**src/rtl/core/bsa_pkg.sv**
```systemverilog
// ---------------------------------------------------------------------------
// bsa_pkg
// Shared types, codes and default sizes for the bitmap slab slot allocator.
// ---------------------------------------------------------------------------
`default_nettype none

package bsa_pkg;

    localparam int NUM_BLOCKS_DEF      = 1024;
    localparam int SLOTS_PER_BLOCK_DEF = 60;
    localparam int NUM_QUEUES_DEF      = 256;
    localparam int ROW_REF_BITS_DEF    = 48;

    localparam int QUEUE_FIELD_W = 8;
    localparam int ROW_FIELD_W   = 48;
    localparam int BLOCK_FIELD_W = 10;
    localparam int SLOT_FIELD_W  = 6;
    localparam int STATUS_W      = 2;

    localparam logic OP_ADD    = 1'b0;
    localparam logic OP_REMOVE = 1'b1;

    localparam logic [STATUS_W-1:0] ST_OK       = 2'd0;
    localparam logic [STATUS_W-1:0] ST_NO_BLOCK = 2'd1;
    localparam logic [STATUS_W-1:0] ST_NOT_USED = 2'd2;

    typedef struct packed {
        logic                     opcode;
        logic [QUEUE_FIELD_W-1:0] queue_index;
        logic [ROW_FIELD_W-1:0]   row_ref;
        logic [BLOCK_FIELD_W-1:0] block_index;
        logic [SLOT_FIELD_W-1:0]  slot_index;
    } t_in_item;

    typedef struct packed {
        logic [STATUS_W-1:0]      status;
        logic [BLOCK_FIELD_W-1:0] out_block;
        logic [SLOT_FIELD_W-1:0]  out_slot;
    } t_out_item;

    // datapath step commands
    typedef enum logic [3:0] {
        CMD_NONE,
        CMD_SWEEP,
        CMD_LOAD,
        CMD_RD_HALF,
        CMD_PICK,
        CMD_TAKE_FREE,
        CMD_CLAIM,
        CMD_RD_BLK,
        CMD_CLEAR,
        CMD_MV_RD,
        CMD_MV_UNLINK,
        CMD_MV_PUSH,
        CMD_MV_FIX
    } t_cmd;

    typedef struct packed {
        t_cmd step;
    } t_dp_ctl;

    typedef struct packed {
        logic                     sweep_last;
        logic                     head_nil;
        logic                     no_slot;
        logic                     now_full;
        logic                     range_bad;
        logic                     bit_clear;
        logic                     was_full;
        logic                     was_one;
        logic [BLOCK_FIELD_W-1:0] blk;
        logic [SLOT_FIELD_W-1:0]  slot;
    } t_dp_stat;

endpackage

`default_nettype wire

```
**src/rtl/core/bsa_ctrl.sv**
```systemverilog
// ---------------------------------------------------------------------------
// bsa_ctrl
// Sequencer for the init sweep, add, remove and list moves; holds the result register.
// ---------------------------------------------------------------------------
`default_nettype none

module bsa_ctrl (
    input  wire                 i_clk,
    input  wire                 i_rst_n,
    input  wire                 i_valid,
    output logic                o_stall,
    input  bsa_pkg::t_in_item   i_in,
    output logic                o_valid,
    input  wire                 i_stall,
    output bsa_pkg::t_out_item  o_out,
    output bsa_pkg::t_dp_ctl    o_ctl,
    input  bsa_pkg::t_dp_stat   i_stat
);
    import bsa_pkg::*;

    typedef enum logic [3:0] {
        S_SWEEP,
        S_IDLE,
        S_A_HEAD,
        S_A_PICK,
        S_A_FREE,
        S_A_HALF,
        S_R_RANGE,
        S_R_CHK,
        S_MV_RD,
        S_MV_UNLINK,
        S_MV_PUSH,
        S_MV_FIX,
        S_FIN
    } t_state;

    t_state              r_state;
    logic                r_add;
    logic [STATUS_W-1:0] r_status;
    logic                r_out_valid;
    t_out_item           r_out;

    always_comb begin
        case (r_state)
            S_SWEEP:     o_ctl.step = CMD_SWEEP;
            S_IDLE:      o_ctl.step = i_valid ? CMD_LOAD : CMD_NONE;
            S_A_HEAD:    o_ctl.step = CMD_RD_HALF;
            S_A_PICK:    o_ctl.step = CMD_PICK;
            S_A_FREE:    o_ctl.step = CMD_TAKE_FREE;
            S_A_HALF:    o_ctl.step = CMD_CLAIM;
            S_R_RANGE:   o_ctl.step = CMD_RD_BLK;
            S_R_CHK:     o_ctl.step = CMD_CLEAR;
            S_MV_RD:     o_ctl.step = CMD_MV_RD;
            S_MV_UNLINK: o_ctl.step = CMD_MV_UNLINK;
            S_MV_PUSH:   o_ctl.step = CMD_MV_PUSH;
            S_MV_FIX:    o_ctl.step = CMD_MV_FIX;
            default:     o_ctl.step = CMD_NONE;
        endcase
    end

    assign o_stall = (r_state != S_IDLE);
    assign o_valid = r_out_valid;
    assign o_out   = r_out;

    always_ff @(posedge i_clk) begin
        if (!i_rst_n) begin
            r_state     <= S_SWEEP;
            r_out_valid <= 1'b0;
            r_add       <= 1'b0;
            r_status    <= ST_OK;
        end else begin
            // S_FIN reloads the result register itself
            if (r_out_valid && !i_stall && r_state != S_FIN) begin
                r_out_valid <= 1'b0;
            end
            case (r_state)
                S_SWEEP: begin
                    if (i_stat.sweep_last) begin
                        r_state <= S_IDLE;
                    end
                end
                S_IDLE: begin
                    if (i_valid) begin
                        r_add    <= (i_in.opcode == OP_ADD);
                        r_status <= ST_OK;
                        r_state  <= (i_in.opcode == OP_ADD) ? S_A_HEAD : S_R_RANGE;
                    end
                end
                S_A_HEAD: r_state <= S_A_PICK;
                S_A_PICK: r_state <= i_stat.head_nil ? S_A_FREE : S_A_HALF;
                S_A_FREE: begin
                    if (i_stat.head_nil) begin
                        r_status <= ST_NO_BLOCK;
                        r_state  <= S_FIN;
                    end else begin
                        r_state <= S_MV_RD;
                    end
                end
                S_A_HALF: begin
                    if (i_stat.no_slot) begin
                        r_status <= ST_NO_BLOCK;
                        r_state  <= S_FIN;
                    end else begin
                        r_state <= i_stat.now_full ? S_MV_RD : S_FIN;
                    end
                end
                S_R_RANGE: begin
                    if (i_stat.range_bad) begin
                        r_status <= ST_NOT_USED;
                        r_state  <= S_FIN;
                    end else begin
                        r_state <= S_R_CHK;
                    end
                end
                S_R_CHK: begin
                    if (i_stat.bit_clear) begin
                        r_status <= ST_NOT_USED;
                        r_state  <= S_FIN;
                    end else begin
                        r_state <= (i_stat.was_full || i_stat.was_one) ? S_MV_RD : S_FIN;
                    end
                end
                S_MV_RD:     r_state <= S_MV_UNLINK;
                S_MV_UNLINK: r_state <= S_MV_PUSH;
                S_MV_PUSH:   r_state <= S_MV_FIX;
                S_MV_FIX:    r_state <= S_FIN;
                S_FIN: begin
                    if (!r_out_valid || !i_stall) begin
                        r_out_valid     <= 1'b1;
                        r_out.status    <= r_status;
                        r_out.out_block <= (r_add && r_status == ST_OK) ? i_stat.blk : '0;
                        r_out.out_slot  <= (r_add && r_status == ST_OK) ? i_stat.slot : '0;
                        r_state         <= S_IDLE;
                    end
                end
                default: r_state <= S_IDLE;
            endcase
        end
    end

endmodule

`default_nettype wire

```
**config.mk**
```make
export PLATFORM = sky130hd
export DESIGN_NAME = bsa_ctrl
export DESIGN_NICKNAME = d
export VERILOG_FILES = /design/src/rtl/core/bsa_pkg.sv /design/src/rtl/core/bsa_ctrl.sv
export SDC_FILE = /design/constraint.sdc
export NUM_CORES = 1
export LEC_CHECK = 0
export ABC_AREA = 1
export CAP_MARGIN = 20
export CORE_MARGIN = 2
export CORE_UTILIZATION = 45
export CTS_CLUSTER_SIZE = 8
export DETAILED_ROUTE_END_ITERATION = 10
export DONT_BUFFER_PORTS = 1
export SLEW_MARGIN = 20
export SYNTH_ARGS = -nofsm -noshare
export SYNTH_HDL_FRONTEND = slang
export SYNTH_SLANG_ARGS = --single-unit
```
**constraint.sdc**
```tcl
create_clock -name i_clk -period 5.5 [get_ports i_clk]
set_input_delay 0.55 -clock i_clk [delete_from_list [all_inputs] [get_ports i_clk]]
set_output_delay 0.55 -clock i_clk [all_outputs]
set_load 0.05 [all_outputs]
```
-- After elaboration in Yosys (flattened, before gate mapping)
Cells that the tools add are included.
- reductions and logical operators: 14
- bitwise operators: 1
- mux-type cells: 23
- equality and inequality tests: 21
- operators by type and width (cell ; count):
    4-bit one-hot mux with 13 select lines ; 1
    4-bit one-hot mux with 12 select lines ; 1
    4-bit equality test (second input constant) ; 5
    3-bit two-way mux ; 6
    4-bit by 3-bit equality test with 1-bit output (second input constant) ; 4
    4-bit two-way mux ; 4
    2-bit != test (second input constant) ; 7
    2-bit two-way mux ; 6
    2-bit one-hot mux with 5 select lines ; 1
    4-bit by 2-bit equality test with 1-bit output (second input constant) ; 2
    3-bit AND reduction ; 2
    6-bit AND reduction ; 1
    5-bit nonzero test ; 1
    4-bit by 1-bit equality test with 1-bit output (second input constant) ; 1
    4-bit logical NOT ; 1
    1-bit two-way mux ; 4
    4-bit by 1-bit != test with 1-bit output (second input constant) ; 1
    4-bit != test (second input constant) ; 1
    1-bit logical AND ; 3
    1-bit logical NOT ; 2
    2-bit logical NOT ; 1
    1-bit logical OR ; 2
    2-bit AND reduction ; 1
    1-bit NOT ; 1
- register bits after elaboration: 26
- bits of input ports: 101
- logic and storage cells: 66

-- Longest topological paths before layout
Gate-level depths: netlist (run 1).
- depth in word-level cells: 6
- mapped depth: 11
- depth with buffers taken out: 10

-- Least setup slack after synthesis (run 1)
No wires, ideal clock.
- kind: register to register
- start point: reg r_state[1]
- end point: reg r_out, in the netlist o_out[0], enable pin
- setup time: 0.416 ns
- arrival time: 2.039 ns
- setup slack: 3.045 ns
- stages on the path, launching flop included: 7
- cells stage by stage: dfxtp_1 buf_6 nor2_2 inv_1 nor2_1 inv_1 nor3_1
- word-level cells in the longest chain between the ends: 2
- RTL lines (element ; line ; text):
    from (decl) ; bsa_ctrl.sv:37 ; t_state r_state;
    from (signal assigned) ; bsa_ctrl.sv:86 ; r_state <= (i_in.opcode == OP_ADD) ? S_A_HEAD : S_R_RANGE;
    from (signal assigned) ; bsa_ctrl.sv:90 ; S_A_PICK: r_state <= i_stat.head_nil ? S_A_FREE : S_A_HALF;
    from (signal assigned) ; bsa_ctrl.sv:104 ; r_state <= i_stat.now_full ? S_MV_RD : S_FIN;
    4-bit equality test ; bsa_ctrl.sv:76 ; case (r_state)
    3-bit AND reduction (no source line) ; - ;
    to (decl) ; bsa_ctrl.sv:41 ; t_out_item r_out;
No other way between the ends.
A chain may end at the register's enable or synchronous reset.

==> metrics.md, run 1 <==
| Metric | Value |
|---|---|
| Antenna viol nets, final | `0` |
| Ant. Diodes | `0` |
| Post-synthesis async set-or-reset flop share | `0` |
| Share of cells above drive strength 1 | `0.167` |
| Hold-fix buffers at CTS | `0` |
| Crit path DAT | `1780 ps` |
| GP Congestion | `0.841` |
| Worst setup SP type | `flop` |
| Core area | `2760 sq um` |
| Worst-path clk slew | `130 ps` |
| Vias in the first global route | `around 860` |
| DRC viols | `0` |
| Status | `finished, final reports clean` |
| All-Layer GR Usage | `0.139` |
| Synth cell count leaders | `inv_1 (29), nor2_1 (29), nand2_1 (28)` |
| HPWL after DPL | `1740 um` |
| Fin. max-slew vios | `0` |
| Initial DRC Count | `between 40 and 50` |
| Drt via density | `5.02` |
| Top_reg_cell synth | `edfxtp_1` |
| Routed Wire Length | `2170 um` |
| Root Driver | `clkbuf_4` |
| Fin. Hold Viols | `0` |
| Final Net Count | `~260` |
| Worst hold path class | `in2reg` |
| Sequential area share after synthesis | `0.537` |
| Post-DR wirelength/cell | `11.2 um` |
| Pleak | `0.639 nW` |
| H-tree depth | `1` |
| Slew @ Worst Pin | `between 1000 and 1500 ps` |
| Synth top area share | `0.415` |
| Syn avg cell area | `a little over 8 sq um` |
| Kind of critical path | `reg2out` |
| Pwr/cell area | `approximately 430 nW/um^2` |
| #FFs+latches synth | `26` |
| Clock Sinks | `26` |
| Largest net degree at the start of global routing | `19` |
| I/O Buffers | `0` |
| Hold Slack | `between 300 and 400 ps` |
| YS warnings | `0` |
| CTS Buf Count | `3` |
| Row Count | `19` |
| Die X | `57.8 um` |
| Wire length of the first global-routing pass | `3590 um` |
| Clk_lat worst skew | `about 300 ps` |
| Slew headroom | `0.306` |
| Clock Skew | `6.04 ps` |
| Area Growth Syn to Fin | `6.05%` |
| RSZ-0062 raised after global routing | `no` |
| Top cells by area, synth | `edfxtp_1 (41%), dfxtp_1 (12%), inv_1 (8.3%)` |
| Area leader, netlist | `edfxtp_1` |
| Total gr overflow | `0` |
| Synthesized net count | `260` |
| Via count | `approximately 970` |
| Tmin final | `2330 ps` |
| I/O pin count | `125` |
| Post-cts resize count | `0` |
| CTS tree | `done` |
| Die area | `3340 sq um` |
| Max-cap violations | `0` |
| Chip Height | `57.8 um` |
| Worst EP required | `4950 ps` |
| Setup repair bufs after CTS | `0` |
| Mapped Area | `1300 sq um` |
| CP Max Fanout | `8` |
| Final setup violation count | `0` |
| Mapped Cells | `159` |
| Post-synth cell types | `23` |
| Drt first pass iters | `4` |
| Starting Density | `0.473` |
| Final Cycle Share | `0.424` |
| FMAX | `429 MHz` |
| Antenna violations before repair | `0` |
| TNS Setup | `0 ps` |
| Worst vdd ir | `0.241 mV` |
| Deepest clock path buffer count | `2` |
| Crit path capture type | `output port` |
| EDFF count, synth | `18` |
per-stage QoR:
step	cells	cell area, sq um	power [mW]	setup slack (ps)	util
CTS	193	1380	0.594	2890	0.499
global placement	189	1340	0.504	3250	0.486
floorplan	159	1300	0.477	3040	-
global route	193	1380	0.639	3010	0.501
detailed placement	189	1340	0.504	3250	0.486
finish	193	1380	0.592	3170	0.501
cells by family after synthesis:
kind of cell / Yosys count / synth area share
and+or+nand+nor: 81 / 0.286
buffers and inverters: 37 / 0.112
DFF: 26 / 0.537
AOI/OAI and AO/OA: 15 / 0.0643
worst max-delay path, cell delays in order (launching register included):
cell,delay [ps]
dfxtp_1,430
nand2_2,160
clkinv_1,110
nor2_1,130
nand2_1,80
a31oi_2,570
placed cells by master, fill, tap and decap left out, types with 2 or more instances in the layout:
cell type,instances
nor2_4,2
nand3_1,6
o21ai_1,3
nand2_2,7
o21ai_0,2
o211ai_1,2
inv_1,29
clkbuf_4,3
nor2_2,4
edfxtp_1,18
a21oi_1,6
nand2_1,28
nor2_1,29
dfxtp_1,8
inv_2,5
layout make-up:
class	instances	area, sq um
inverter	35	131
clock buffer	4	36.3
tap	31	38.8
multi-input combinational	96	468
fill	263	1380
timing repair buffer	1	7.51
sequential	26	701
power by group:
group	switching (mW)	leakage [nW]	internal (mW)
sequential	0.0279	0.232	0.232
clock	0.0485	0.0210	0.0403
combinational	0.175	0.387	0.0685
worst paths after layout:
| kind | start | end | slack, ps | cells after the start |
|---|---|---|---|---|
| setup reg to reg | r_state[2] | r_status[0] | 3810 | 8 |
| hold / removal | i_in[72] | r_add | 330 | 1 |
| hold reg to reg | r_status[1] | o_out[17] | 480 | 0 |
| setup / recovery | r_state[1] | o_ctl[1] | 3170 | 5 |
sequential cells by signal, summed over array words and instances (netlist names):
register / flops
o_out: 18
o_valid: 1
r_add: 1
r_state: 4
r_status: 2
routing by layer:
metal / wire length, um / global-route usage / vias up
li1: - / - / 497
met1: 941 / 0.167 / 422
met2: 962 / 0.222 / 48
met3: 241 / 0.0513 / 2
met4: 20 / 0.0598 / 0
met5: 0 / 0 / -
Note: power is estimated with default switching activity, not from simulation.
==> run 2: changes to the inputs <==
Clock period 5.5 ns to 2 ns, I/O delays scaled along.
==> run 2 against run 1 <==
Against the previous run: cell count up 4.1%; wire length is 5.3% higher; register-to-register slack lost 3400 ps; global-route usage is 0.27 points higher; largest cell class unchanged; critical path depth up 1; total power rose to 2.8 times the previous value.
==> metrics.md, run 2 (synthesis gave the netlist of run 1 again) <==
| Metric | Value |
|---|---|
| Status | `finished, final reports clean` |
| RR Startpoint | `r_state[1]` |
| Die X | `57.8 um (unchanged)` |
| Slew @ Worst Pin | `497 ps (-548 ps)` |
| FMAX | `552 MHz` |
| Area Growth Syn to Fin | `9.98%` |
| Post-DR wirelength/cell | `11.3 um (+1.1%)` |
| Core area | `2760 sq um (unchanged)` |
| Die area | `3340 sq um (unchanged)` |
| Drt via density | `4.93 (-1.9%)` |
| Clk_lat worst skew | `300 ps (about the same)` |
| Most frequent cells in the layout | `nor2_1 (29), inv_1 (29), nand2_1 (28)` |
| I/O pin count | `125 (unchanged)` |
| Pleak | `0.671 nW (+4.9%)` |
| Setup repair bufs after CTS | `0 (unchanged)` |
| Worst EP required | `1800 ps (-3150 ps)` |
| CTS tree | `done` |
| Deepest clock path buffer count | `2 (unchanged)` |
| Max-cap violations | `0 (unchanged)` |
| Tmin final | `1810 ps` |
| Drt first pass iters | `4 (unchanged)` |
| Initial DRC Count | `31 (-37%)` |
| WHS Path Cells | `2 (+1)` |
| R2R setup slack | `450 ps (-3360 ps)` |
| All-Layer GR Usage | `0.141 (+0.00269)` |
| Final Cycle Share | `0.906` |
| Fin. Hold Viols | `0 (unchanged)` |
| Final setup violation count | `0 (unchanged)` |
| Worst Hold Endpoint | `r_add` |
| Via count | `990 (+2.2%)` |
| Worst-path clk slew | `120 ps (about the same)` |
| Largest net degree at the start of global routing | `19 (unchanged)` |
| Largest register FFs | `18 (unchanged)` |
| Starting Density | `0.473 (unchanged)` |
| Hold-fix buffers at CTS | `2 (+2)` |
| Worst hold path class | `in2reg` |
| Final std cells w/o fill | `201 (+4.1%)` |
| CTS Buf Count | `3 (unchanged)` |
| Post-Place Cells | `194 (+2.6%)` |
| Clock Sinks | `26 (unchanged)` |
| Crit path DAT | `1610 ps (-170 ps)` |
| CP Max Fanout | `8 (unchanged)` |
| GP Congestion | `0.916 (+9.0%)` |
| Reg area | `701 sq um (unchanged)` |
| Antenna viol nets, final | `0 (unchanged)` |
| Routed Wire Length | `2280 um (+5.3%)` |
| Pwr/cell area | `1150 nW/um^2 (+170%)` |
| Final Net Count | `272 (+3.0%)` |
| Slew headroom | `0.668 (+0.363)` |
| Chip Height | `57.8 um (unchanged)` |
| I/O Buffers | `0 (unchanged)` |
| Worst setup SP type | `flop` |
| Min-delay src | `i_rst_n` |
| H-tree depth | `1 (unchanged)` |
| Post-cts resize count | `0 (unchanged)` |
| Area of the multi-input gates | `462 sq um (-1.3%)` |
| Antenna violations before repair | `0 (unchanged)` |
| Wire length of the first global-routing pass | `3680 um (+2.7%)` |
| Row Count | `19 (unchanged)` |
| DRC viols | `0 (unchanged)` |
| Ant. Diodes | `0 (unchanged)` |
| Kind of critical path | `reg2out` |
| Vias in the first global route | `885 (+3.0%)` |
| Root Driver | `clkbuf_4` |
| Total gr overflow | `0 (unchanged)` |
| Layout filler cell count | `280 (+6.5%)` |
| Fin. max-slew vios | `0 (unchanged)` |
| TNS Setup | `0 ps (unchanged)` |
| RSZ-0062 raised after global routing | `no` |
| Worst reg2reg path depth | `6 (-2)` |
| Clock Skew | `0.890 ps (-5.15 ps)` |
| Worst vdd ir | `0.659 mV (+170%)` |
| Reg2reg end | `o_out[4]` |
| Crit path capture type | `output port` |
| HPWL after DPL | `1780 um (+2.5%)` |
| Share of cells above drive strength 1 | `0.176 (+0.00980)` |
-- run 2: layout make-up --
cell class	count	area share
Sequential cell	26	0.489
Multi-Input combinational cell	96	0.322
Inverter	35	0.0916
Timing Repair Buffer	9	0.0524
Tap cell	31	0.0271
Clock buffer	4	0.0183
-- run 2: per-layer routing --
metal  GRT usage  routed length, um  part of all wire  vias up
li1            -                  -                 -      516
met1       0.173                955              0.42      417
met2       0.237               1050              0.46       55
met3      0.0424                257              0.11        2
met4      0.0498                 18            0.0079        0
met5           0                  0                 0        -
-- run 2: report_power, final --
part / internal (mW) / leakage [nW] / total, mW / switching (mW)
Sequential: 0.638 / 0.232 / 0.712 / 0.0748
Clock: 0.0776 / 0.0150 / 0.211 / 0.133
Combinational: 0.242 / 0.424 / 0.731 / 0.489
-- run 2: worst max-delay path, cell delays in order, from the launching register on --
cell,delay (ps)
dfxtp_1,430
nand2_2,160
clkinv_1,120
nor2_1,140
nand2_1,70
a31oi_1,170
buf_4,230
-- run 2: worst max path at each step --
stage               start  endpoint  slack (ps)  cells past startpoint
4_1_cts        r_state[1]  o_ctl[1]         200                      6
6_report       r_state[1]  o_ctl[1]         190                      6
3_3_place_gp   r_state[1]  o_out[3]         440                      6
3_5_place_dp   r_state[1]  o_out[3]         450                      6
2_1_floorplan  r_state[1]  o_out[0]         100                      6
5_1_grt        r_state[1]  o_ctl[1]          60                      6
-- run 2: through the flow --
stage                     area [sq um]  total power [mW]  worst slack (ps)  utilization  hold WS [ps]
final                             1430              1.65               189        0.520          21.7
after global routing              1430              1.79              63.4        0.520          23.1
after CTS                         1420              1.67               202        0.516          2.01
after detailed placement          1380              1.45               453        0.500           293
after global placement            1380              1.45               445        0.500           294
after floorplan                   1310              1.31              97.2            -           290
==> run 3: changes to the inputs <==
Clock period 2 ns to 2.1 ns, I/O delays scaled along.
==> run 3 against run 2 <==
Against the previous run: worst setup slack improved by 97 ps; wire length rose by 3.3%; clock-buffer cell count stayed put; sequential power fell by 4.6%; clock skew increased by 1.3 ps; cell count unchanged; register-to-register slack improved by 60 ps; non-clock buffer count stayed put; global-route usage increased by 0.42 points; total power shrank 4.1%; clock power fell by 4%; sequential share of layout area did not move; critical endpoint unchanged; largest cell class unchanged; highest routed layer unchanged.
==> metrics.md, run 3 (synthesis gave the netlist of run 1 again) <==
| Metric | Value |
|---|---|
| Status | `finished, final reports clean` |
| Clk_lat worst skew | `300 ps (about the same)` |
| Kind of critical path | `reg2out` |
| Via count | `1002 (+1.2%)` |
| Worst EP required | `1890 ps (+90 ps)` |
| TNS Setup | `0 ps (unchanged)` |
| Die X | `57.8 um (unchanged)` |
| Antenna viol nets, final | `0 (unchanged)` |
| Setup repair bufs after CTS | `0 (unchanged)` |
| Worst vdd ir | `0.708 mV (+7.4%)` |
| Final Power | `1.59 mW (-4.1%)` |
| Slew @ Worst Pin | `498 ps (+0.679 ps)` |
| Min-delay src | `i_rst_n` |
| GP Congestion | `0.927 (+1.1%)` |
| Reg area | `701 sq um (unchanged)` |
| Worst hold path class | `in2reg` |
| Crit path DAT | `1600 ps (about the same)` |
| Final Cycle Share | `0.864` |
| Critical path's largest stage delay | `430 ps (about the same)` |
| Most frequent cells in the layout | `nor2_1 (29), inv_1 (29), nand2_1 (28)` |
| RR Startpoint | `r_state[1]` |
| H-tree depth | `1 (unchanged)` |
| Fin. max-slew vios | `0 (unchanged)` |
| Critical path's slowest cell | `dfxtp_1` |
| Area of the multi-input gates | `462 sq um (unchanged)` |
| Slew headroom | `0.668 (about the same)` |
| Post-Place Cells | `194 (unchanged)` |
| Final setup violation count | `0 (unchanged)` |
| Worst setup path start | `r_state[1]` |
| CP Max Fanout | `8 (unchanged)` |
| I/O Buffers | `0 (unchanged)` |
| Worst Hold Endpoint | `r_add` |
| Initial DRC Count | `24 (-23%)` |
| Vias in the first global route | `889 (+0.45%)` |
| Area Growth Syn to Fin | `9.98% (unchanged)` |
| Drt via density | `4.99 (+1.2%)` |
| Worst-path clk slew | `120 ps (about the same)` |
| Crit path cell chain | `nand2_2 > clkinv_1 > nor2_1 > nand2_1 > a31oi_1 > buf_4` |
| Deepest clock path buffer count | `2 (unchanged)` |
| Drt first pass iters | `4 (unchanged)` |
| Share of cells above drive strength 1 | `0.176 (unchanged)` |
| Die area | `3340 sq um (unchanged)` |
| Wire length of the first global-routing pass | `3720 um (+0.95%)` |
| FMAX | `551 MHz` |
| I/O pin count | `125 (unchanged)` |
| Reg2reg end | `o_out[17]` |
| Final Net Count | `272 (unchanged)` |
| Fin. Hold Viols | `0 (unchanged)` |
| HPWL after DPL | `1780 um (about the same)` |
| All-Layer GR Usage | `0.146 (+0.00417)` |
| Pleak | `0.671 nW (unchanged)` |
| Tmin final | `between 1500 and 2000 ps` |
| Max-cap violations | `0 (unchanged)` |
| Layout filler cell count | `285 (+1.8%)` |
| Worst reg2reg path depth | `6 (unchanged)` |
| Crit path capture type | `output port` |
| Pre-CTS WS | `529 ps (+76.0 ps)` |
| Post-cts resize count | `0 (unchanged)` |
| WHS Path Cells | `2 (unchanged)` |
| Clock Skew | `2.20 ps (+1.31 ps)` |
| Clock Sinks | `26 (unchanged)` |
| Core area | `2760 sq um (unchanged)` |
| Starting Density | `0.473 (unchanged)` |
| Total gr overflow | `0 (unchanged)` |
| Antenna violations before repair | `0 (unchanged)` |
| Final std cells w/o fill | `201 (unchanged)` |
| RSZ-0062 raised after global routing | `no` |
| R2R setup slack | `510 ps (+60 ps)` |
| Chip Height | `57.8 um (unchanged)` |
| DRC viols | `0 (unchanged)` |
| Root Driver | `clkbuf_4` |
| CTS Buf Count | `3 (unchanged)` |
| Largest net degree at the start of global routing | `19 (unchanged)` |
| CTS tree | `done` |
| Post-DR wirelength/cell | `11.7 um (+3.3%)` |
| Ant. Diodes | `0 (unchanged)` |
| Routed Wire Length | `2360 um (+3.3%)` |
| Row Count | `19 (unchanged)` |
| Largest register FFs | `18 (unchanged)` |
| Pwr/cell area | `1110 nW/um^2 (-4.1%)` |
| Worst setup SP type | `flop` |
| Final worst slack | `285 ps (+96.7 ps)` |
[run 3: cell counts in the layout (fill, tap and decap cells not counted)]
No cell type changed its count.
[run 3: worst max path at each step]
stage,to,slack (ps)
2_1_floorplan,o_out[0],200
3_3_place_gp,o_out[3],540
4_1_cts,o_ctl[1],280
3_5_place_dp,o_out[1],530
5_1_grt,o_ctl[1],140
6_report,o_ctl[1],290
[run 3: per-stage QoR]
| stage | hold slack [ps] | area (sq um) | util |
|---|---|---|---|
| 2_1_floorplan | 300 | 1310 | - |
| 3_3_place_gp | 305 | 1380 | 0.500 |
| 3_5_place_dp | 315 | 1380 | 0.500 |
| 4_1_cts | 10.1 | 1420 | 0.516 |
| 5_1_grt | 11.4 | 1430 | 0.520 |
| 6_report | 40.0 | 1430 | 0.520 |
[run 3: layout make-up]
cell class | count | share of cell area
inverter | 35 | 0.0916
tap | 31 | 0.0271
sequential | 26 | 0.489
clock buffer | 4 | 0.0183
multi-input combinational | 96 | 0.322
timing repair buffer | 9 | 0.0524
[run 3: metal layers]
metal | wire length [um] | GRT usage | share of wire | vias to the layer above
met4 | 21 | 0.0698 | 0.0089 | 0
met1 | 1070 | 0.176 | 0.45 | 438
met5 | 0 | 0 | 0 | -
li1 | - | - | - | 512
met3 | 197 | 0.0379 | 0.084 | 2
met2 | 1070 | 0.242 | 0.45 | 50
[run 3: worst max-delay path, delay by kind of cell, from the launching register on]
kind	cells	cell delay, ps
AND/OR/NAND/NOR	3	360
AO/OA/AOI/OAI	1	170
flip-flops	1	430
buffers and inverters	2	340
[run 3: what timing repair did]
action | CTS | global route
setup endpoints to repair | 0 | 0
hold buffers | 2 | 1
endpoints found under the hold margin | 3 | 1
[run 3: where the power goes]
| part | internal [mW] | switching, mW |
|---|---|---|
| clock network | 0.0740 | 0.129 |
| registers | 0.607 | 0.0722 |
| logic | 0.230 | 0.474 |
